<file path="src/rtl/core/sha_pkg.sv">
// sha-256 package: round constants, initial hash values, operation codes, helper functions
// no dependencies
package sha_pkg;

  typedef enum logic [1:0] {
    OP_ABSORB  = 2'd0,
    OP_FINAL   = 2'd1,
    OP_RESTART = 2'd2
  } op_t;

  typedef logic [31:0] word_t;

  function automatic word_t round_const(input logic [5:0] idx);
    word_t k;
    unique case (idx)
      6'd0: k = 32'h428A2F98;  6'd1: k = 32'h71374491;  6'd2: k = 32'hB5C0FBCF;
      6'd3: k = 32'hE9B5DBA5;  6'd4: k = 32'h3956C25B;  6'd5: k = 32'h59F111F1;
      6'd6: k = 32'h923F82A4;  6'd7: k = 32'hAB1C5ED5;  6'd8: k = 32'hD807AA98;
      6'd9: k = 32'h12835B01;  6'd10: k = 32'h243185BE; 6'd11: k = 32'h550C7DC3;
      6'd12: k = 32'h72BE5D74; 6'd13: k = 32'h80DEB1FE; 6'd14: k = 32'h9BDC06A7;
      6'd15: k = 32'hC19BF174; 6'd16: k = 32'hE49B69C1; 6'd17: k = 32'hEFBE4786;
      6'd18: k = 32'h0FC19DC6; 6'd19: k = 32'h240CA1CC; 6'd20: k = 32'h2DE92C6F;
      6'd21: k = 32'h4A7484AA; 6'd22: k = 32'h5CB0A9DC; 6'd23: k = 32'h76F988DA;
      6'd24: k = 32'h983E5152; 6'd25: k = 32'hA831C66D; 6'd26: k = 32'hB00327C8;
      6'd27: k = 32'hBF597FC7; 6'd28: k = 32'hC6E00BF3; 6'd29: k = 32'hD5A79147;
      6'd30: k = 32'h06CA6351; 6'd31: k = 32'h14292967; 6'd32: k = 32'h27B70A85;
      6'd33: k = 32'h2E1B2138; 6'd34: k = 32'h4D2C6DFC; 6'd35: k = 32'h53380D13;
      6'd36: k = 32'h650A7354; 6'd37: k = 32'h766A0ABB; 6'd38: k = 32'h81C2C92E;
      6'd39: k = 32'h92722C85; 6'd40: k = 32'hA2BFE8A1; 6'd41: k = 32'hA81A664B;
      6'd42: k = 32'hC24B8B70; 6'd43: k = 32'hC76C51A3; 6'd44: k = 32'hD192E819;
      6'd45: k = 32'hD6990624; 6'd46: k = 32'hF40E3585; 6'd47: k = 32'h106AA070;
      6'd48: k = 32'h19A4C116; 6'd49: k = 32'h1E376C08; 6'd50: k = 32'h2748774C;
      6'd51: k = 32'h34B0BCB5; 6'd52: k = 32'h391C0CB3; 6'd53: k = 32'h4ED8AA4A;
      6'd54: k = 32'h5B9CCA4F; 6'd55: k = 32'h682E6FF3; 6'd56: k = 32'h748F82EE;
      6'd57: k = 32'h78A5636F; 6'd58: k = 32'h84C87814; 6'd59: k = 32'h8CC70208;
      6'd60: k = 32'h90BEFFFA; 6'd61: k = 32'hA4506CEB; 6'd62: k = 32'hBEF9A3F7;
      default: k = 32'hC67178F2;
    endcase
    return k;
  endfunction

  function automatic word_t init_hash(input logic [2:0] idx);
    word_t h;
    unique case (idx)
      3'd0: h = 32'h6A09E667; 3'd1: h = 32'hBB67AE85;
      3'd2: h = 32'h3C6EF372; 3'd3: h = 32'hA54FF53A;
      3'd4: h = 32'h510E527F; 3'd5: h = 32'h9B05688C;
      3'd6: h = 32'h1F83D9AB; default: h = 32'h5BE0CD19;
    endcase
    return h;
  endfunction

  function automatic word_t rotr(input word_t x, input int n);
    return (x >> n) | (x << (32 - n));
  endfunction

  // compression engine control
  typedef struct packed {
    logic start;
    logic busy;
    logic done;
  } eng_ctl_t;

endpackage

</file>
<file path="src/rtl/core/sha_round_engine.sv">
// sha-256 compression engine: one round per cycle over a 16-word rolling schedule
// depends on sha_pkg; the chain words and block words come from the top level
module sha_round_engine (
  input  logic                   clk,
  input  logic                   rst_n,
  input  logic                   start,
  input  sha_pkg::word_t [15:0]  blk_words,
  input  sha_pkg::word_t [7:0]   chain_in,
  output sha_pkg::word_t [7:0]   chain_out,
  output sha_pkg::eng_ctl_t      ctl
);
  import sha_pkg::*;

  word_t [15:0] w_r, w_nxt;
  word_t [7:0]  v_r, v_nxt;
  logic  [5:0]  rnd_r;
  logic         busy_r, done_r;

  word_t s0, s1, sum0, sum1, ch, maj, t1, t2, wnew;

  always_comb begin
    s0   = rotr(w_r[1], 7) ^ rotr(w_r[1], 18) ^ (w_r[1] >> 3);
    s1   = rotr(w_r[14], 17) ^ rotr(w_r[14], 19) ^ (w_r[14] >> 10);
    wnew = s1 + w_r[9] + s0 + w_r[0];
    sum1 = rotr(v_r[4], 6) ^ rotr(v_r[4], 11) ^ rotr(v_r[4], 25);
    ch   = (v_r[4] & v_r[5]) ^ (~v_r[4] & v_r[6]);
    sum0 = rotr(v_r[0], 2) ^ rotr(v_r[0], 13) ^ rotr(v_r[0], 22);
    maj  = (v_r[0] & v_r[1]) ^ (v_r[0] & v_r[2]) ^ (v_r[1] & v_r[2]);
    t1   = v_r[7] + sum1 + ch + round_const(rnd_r) + w_r[0];
    t2   = sum0 + maj;
    v_nxt = {v_r[6], v_r[5], v_r[4], v_r[3] + t1, v_r[2], v_r[1], v_r[0], t1 + t2};
    w_nxt = {wnew, w_r[15:1]};
  end

  always_ff @(posedge clk) begin
    if (!rst_n) begin
      busy_r <= 1'b0;
      done_r <= 1'b0;
      rnd_r  <= '0;
    end else begin
      done_r <= 1'b0;
      if (start && !busy_r) begin
        busy_r <= 1'b1;
        rnd_r  <= '0;
      end else if (busy_r) begin
        rnd_r <= rnd_r + 6'd1;
        if (rnd_r == 6'd63) begin
          busy_r <= 1'b0;
          done_r <= 1'b1;
        end
      end
    end
  end

  always_ff @(posedge clk) begin
    if (start && !busy_r) begin
      w_r <= blk_words;
      v_r <= chain_in;
    end else if (busy_r) begin
      w_r <= w_nxt;
      v_r <= v_nxt;
    end
  end

  always_comb begin
    for (int i = 0; i < 8; i++) chain_out[i] = chain_in[i] + v_r[i];
  end

  assign ctl.start = start;
  assign ctl.busy  = busy_r;
  assign ctl.done  = done_r;

endmodule

</file>
<file path="src/rtl/core/sha256_byte_stream_hasher.sv">
// Byte-stream SHA-256 hasher. Each input transfer carries one operation: absorb a byte,
// finalize, or restart. The 64th byte of a block starts a compression (64 rounds in one
// shared round unit, plus load and update); any other absorb leaves in_tready high.
// Finalize runs one or two compressions and then presents the eight digest words, H0 first,
// one per output transfer, the last marked by out_tlast. in_tready is low meanwhile.
// top level; depends on sha_pkg and sha_round_engine
module sha256_byte_stream_hasher (
  input  logic        clk,
  input  logic        rst_n,
  input  logic        in_tvalid,
  output logic        in_tready,
  input  logic [15:0] in_tdata,   // [1:0] operation, [9:2] data_byte
  output logic        out_tvalid,
  input  logic        out_tready,
  output logic [31:0] out_tdata,  // [31:0] digest_word
  output logic [2:0]  out_tuser,  // [2:0] word_index
  output logic        out_tlast   // last_word
);
  import sha_pkg::*;

  typedef enum logic [2:0] {
    ST_IDLE, ST_COMP, ST_WAIT, ST_PAD2, ST_EMIT
  } state_t;

  state_t        state_r;
  word_t [7:0]   chain_r;
  word_t [7:0]   chain_new;
  word_t         buf_r [16];    // block buffer, big-endian bytes within each word
  word_t         pad_words [16];
  word_t         absorb_word;
  logic [5:0]    fill_r;
  logic [63:0]   bits_r;
  logic          fin_r;
  logic          final_pend_r;  // finalize continues after this compression
  logic          second_r;      // length block still to go
  logic [2:0]    widx_r;
  logic          start_r;
  eng_ctl_t      ectl;
  word_t [15:0]  blk;

  logic [1:0] op;
  logic [7:0] dbyte;
  logic       acc;

  assign op    = in_tdata[1:0];
  assign dbyte = in_tdata[9:2];
  assign in_tready = (state_r == ST_IDLE);
  assign acc   = in_tvalid && in_tready;

  always_comb begin
    for (int i = 0; i < 16; i++)
      blk[i] = buf_r[i];
  end

  sha_round_engine u_eng (
    .clk       (clk),
    .rst_n     (rst_n),
    .start     (start_r),
    .blk_words (blk),
    .chain_in  (chain_r),
    .chain_out (chain_new),
    .ctl       (ectl)
  );

  // byte merge for absorb and the padded block for finalize
  always_comb begin
    absorb_word = buf_r[fill_r[5:2]];
    absorb_word[{~fill_r[1:0], 3'b000} +: 8] = dbyte;
    for (int w = 0; w < 16; w++) begin
      for (int b = 0; b < 4; b++) begin
        if (4*w + b == int'(fill_r))
          pad_words[w][8*(3-b) +: 8] = 8'h80;
        else if (4*w + b > int'(fill_r)) begin
          if (fill_r < 6'd56 && w >= 14)
            pad_words[w][8*(3-b) +: 8] = (w == 14) ? bits_r[32 + 8*(3-b) +: 8]
                                                   : bits_r[8*(3-b) +: 8];
          else
            pad_words[w][8*(3-b) +: 8] = 8'h00;
        end else
          pad_words[w][8*(3-b) +: 8] = buf_r[w][8*(3-b) +: 8];
      end
    end
  end

  // block buffer writes, including padding for finalize
  always_ff @(posedge clk) begin
    if (acc && op == OP_ABSORB && !fin_r) begin
      buf_r[fill_r[5:2]] <= absorb_word;
    end else if (acc && op == OP_FINAL && !fin_r) begin
      for (int w = 0; w < 16; w++) buf_r[w] <= pad_words[w];
    end else if (state_r == ST_PAD2) begin
      for (int w = 0; w < 14; w++) buf_r[w] <= '0;
      buf_r[14] <= bits_r[63:32];
      buf_r[15] <= bits_r[31:0];
    end
  end

  always_ff @(posedge clk) begin
    if (!rst_n) begin
      state_r      <= ST_IDLE;
      fill_r       <= '0;
      bits_r       <= '0;
      fin_r        <= 1'b0;
      final_pend_r <= 1'b0;
      second_r     <= 1'b0;
      widx_r       <= '0;
      start_r      <= 1'b0;
      for (int i = 0; i < 8; i++) chain_r[i] <= init_hash(3'(i));
    end else begin
      start_r <= 1'b0;
      unique case (state_r)
        ST_IDLE: begin
          if (acc) begin
            if (op == OP_RESTART) begin
              for (int i = 0; i < 8; i++) chain_r[i] <= init_hash(3'(i));
              fill_r <= '0;
              bits_r <= '0;
              fin_r  <= 1'b0;
            end else if (op == OP_ABSORB && !fin_r) begin
              bits_r <= bits_r + 64'd8;
              fill_r <= fill_r + 6'd1;
              if (fill_r == 6'd63) begin
                final_pend_r <= 1'b0;
                start_r      <= 1'b1;
                state_r      <= ST_COMP;
              end
            end else if (op == OP_FINAL && !fin_r) begin
              final_pend_r <= 1'b1;
              second_r     <= (fill_r >= 6'd56);
              fill_r       <= '0;
              start_r      <= 1'b1;
              state_r      <= ST_COMP;
            end
          end
        end
        ST_COMP: state_r <= ST_WAIT;
        ST_WAIT: begin
          if (ectl.done) begin
            chain_r <= chain_new;
            if (!final_pend_r) state_r <= ST_IDLE;
            else if (second_r) begin
              second_r <= 1'b0;
              state_r  <= ST_PAD2;
            end else begin
              fin_r   <= 1'b1;
              widx_r  <= '0;
              state_r <= ST_EMIT;
            end
          end
        end
        ST_PAD2: begin
          start_r <= 1'b1;
          state_r <= ST_COMP;
        end
        ST_EMIT: begin
          if (out_tready) begin
            widx_r <= widx_r + 3'd1;
            if (widx_r == 3'd7) state_r <= ST_IDLE;
          end
        end
        default: state_r <= ST_IDLE;
      endcase
    end
  end

  assign out_tvalid = (state_r == ST_EMIT);
  assign out_tdata  = chain_r[widx_r];
  assign out_tuser  = widx_r;
  assign out_tlast  = (widx_r == 3'd7);

`ifndef SYNTHESIS
  a_no_accept_busy: assert property (@(posedge clk) disable iff (!rst_n)
    ectl.busy |-> !in_tready) else $error("input taken during compression");
  a_emit_only_after_final: assert property (@(posedge clk) disable iff (!rst_n)
    out_tvalid |-> fin_r) else $error("digest shown before finalize");
  a_last_advances: assert property (@(posedge clk) disable iff (!rst_n)
    (out_tvalid && out_tready && out_tlast) |=> !out_tvalid)
    else $error("digest continued past last word");
`endif

endmodule
</file>
<file path="config.mk">
export PLATFORM = sky130hd
export DESIGN_NAME = sha256_byte_stream_hasher
export DESIGN_NICKNAME = d
export VERILOG_FILES = /design/src/rtl/core/sha_pkg.sv /design/src/rtl/core/sha_round_engine.sv /design/src/rtl/core/sha256_byte_stream_hasher.sv
export SDC_FILE = /design/constraint.sdc
export NUM_CORES = 2
export LEC_CHECK = 0
export BUFFER_PORTS_ARGS = -buffer_cell sky130_fd_sc_hd__buf_2
export CAP_MARGIN = 40
export CORE_MARGIN = 4
export CORE_UTILIZATION = 55
export DETAILED_ROUTE_END_ITERATION = 6
export PLACE_DENSITY = 0.71
export SLEW_MARGIN = 20
export SYNTH_ARGS = -nofsm -noshare
export SYNTH_HDL_FRONTEND = slang
export SYNTH_SLANG_ARGS = --single-unit
</file>
<file path="constraint.sdc">
create_clock -name clk -period 28 [get_ports clk]
set_clock_uncertainty 0.15 [all_clocks]
set_input_delay 1.4 -clock clk [delete_from_list [all_inputs] [get_ports clk]]
set_output_delay 1.4 -clock clk [all_outputs]
set_load 0.05 [all_outputs]
</file>
==> metrics.csv <==
metric;value;unit
die-width;429.5;um
cp-start-kind;flop;
grtUsageTotal;35.97;%
gp_congestion;1.004;
required;28380;ps
drt-total-wl;340300;um
grt_pass1_wl;499800;um
synth_top_area_share;30.49;%
gr-max-usage-layer;met2;
cp_slowest_cell;edfxtp_1;
grtUsageMet1;44.74;%
grt_setup_unrepaired;false;
post_cts_resized;0;
cts-buffers-inserted;177;
global_route.usage.met3;7.752;%
synthTopCellsByArea;edfxtp_1 (30%), dfxtp_1 (14%), nand2_1 (10%), mux4_2 (5.2%), ha_1 (5.1%);
fin_nets;10847;
async_reset_ff_share;0;%
fmax;0.1051;GHz
setup.worst_path.class;flop to flop;
synthesis.area;0.09771;mm2
syn_nets;10992;
worstMarginPinSlew;1123;ps
setup-tns-final;0;ps
grt_pass1_vias;77518;
ctsHoldBuffers;0;
final_layout_size_suffix_gt1_share;8.511;%
synth_edf_count;992;
die_h;429.5;um
clock_latency;870;ps
critPathCaptureType;flop;
wl_per_cell;26.73;um
dp_hpwl;240300;um
maxCapViolations;0;
ys_ff_latch;1657;
nFillCells;14823;
avgViaCountPerCell;6.358;
cpMostUsedCell;fa_1;
slowest_delay;610;ps
htree_levels;4;
yosysUniqueCellTypes;95;
core_area;0.1765;mm2
cts_setup_buffers;0;
cp_max_fo;6;
synth_commonest_cells;nand2_1 (2,717), edfxtp_1 (992), nor2_1 (667);
dr.pass1.iters;6;
status;finished clean;
rows;154;
yosysSeqAreaShare;44.11;%
final-hold-violation-count;0;
yosysMostFrequentCell;nand2_1;
synth_flop_cell;edfxtp_1;
yosysTopAreaCell;edfxtp_1;
setup_viol;0;
postRouteAntennaNets;0;
area_growth;9.459;%
grt_max_degree;219;
yosys_warnings;0;
initial_core_util;55.36;%
clk_pin_slew;60;ps
gr-usage-met2;56.44;%
io_pins;58;
clk_path_buf_depth;3;
synthCells;10376;
multiInputGateArea;0.05106;mm2
dr_total_vias;80957;
min_period;9516;ps
area.sequential;0.04312;mm2
finalCritPeriodShare;33.99;%
fp.dieArea;0.1845;mm2
drc;0;
slew_violations;0;
syn_avg_cell_area;9.417;um2
numPortBuffers;51;
overflow;0;
slew_headroom;25.12;%
cts.sinks;1657;
antenna_found_initial;10;
cts_tree;yes;
clockRootBuffer;clkbuf_16;
drt_iter0_drc;10158;
cp_data_arrival_time;9890;ps
holdCritPathClass;flop to flop;
==> through the flow <==
stage	hold WS, ps	utilization, %	setup slack (ps)	area (um2)	instances
6_report	326.1	60.60	18480	107000	12734
5_1_grt	349.8	60.59	18090	106900	12728
4_1_cts	322.2	60.47	18500	106700	12717
3_5_place_dp	314.6	57.14	18610	100900	12382
3_3_place_gp	302.4	56.66	18820	100000	12327
2_1_floorplan	291.3	-	17190	97710	10376
==> layout make-up <==
class	instances	share of cell area (%)
well taps	2340	2.737
multi-input cells	7723	47.74
repair buffers	245	2.204
clock inverters	90	0.8973
flip-flops and latches	1657	40.32
diodes	7	0.01638
clock buffers	245	4.590
inverters	427	1.499
==> path summary, 6_finish.rpt <==
| check | slack (ps) | to | depth (start not counted) | startpoint |
|---|---|---|---|---|
| setup reg to reg | 18480 | u_eng.v_nxt[190] | 31 | u_eng.v_nxt[172] |
| hold reg to reg | 330 | buf_r[2][1] | 2 | buf_r[2][1] |
| setup / recovery | 18480 | u_eng.v_nxt[190] | 31 | u_eng.v_nxt[172] |
| hold / removal | 330 | buf_r[2][1] | 2 | buf_r[2][1] |
==> layer usage <==
| metal | vias up | part of all wire [%] |
|---|---|---|
| li1 | 35940 | - |
| met1 | 39302 | 36 |
| met2 | 4528 | 45 |
| met3 | 1181 | 10 |
| met4 | 6 | 8.3 |
| met5 | - | 0.012 |
==> cells by family after synthesis <==
kind of cell / share of synthesized area (%)
adder cells (fa/ha/maj): 9.161
buffers and inverters: 3.877
XOR/XNOR: 5.566
multiplexers: 6.534
AO/OA/AOI/OAI: 13.62
AND/OR/NAND/NOR: 17.14
flip-flops: 44.11
==> critical path, delay by kind of cell (launching register included) <==
family	cells	cell delay (ps)
AO/OA/AOI/OAI	12	3480
XOR/XNOR	4	1150
AND/OR/NAND/NOR	8	1220
adder cells (fa/ha/maj)	6	2530
flip-flops	1	610
buffers and inverters	1	40
==> layout by cell type, fill, tap and decap left out, drive strengths merged, types with 82 or more instances in the layout <==
master  instances
edfxtp        992
inv           428
a22oi         184
buf           245
xnor2         365
nor2          669
a21oi         551
mux4          225
fa            195
xor2          256
ha            401
clkbuf        245
mux2i          90
o21ai         510
nor3           89
nand2        2717
dfxtp         665
o211ai         82
a21o          216
nand3         178
==> sequential cells by signal (all words and copies together) (netlist names), 3 cells and up, named ones only <==
register and cells:
out_tuser 3, bits_r 61, chain_r 256, u_eng.rnd_r 6
fill_r 6, u_eng.w_nxt 480, u_eng.w_r 32, u_eng.v_r 64
u_eng.v_nxt 192, state_r 3, buf_r 512
Power is not shown: default switching activity piles up to over one toggle a cycle in this logic, so the estimate is an artifact.
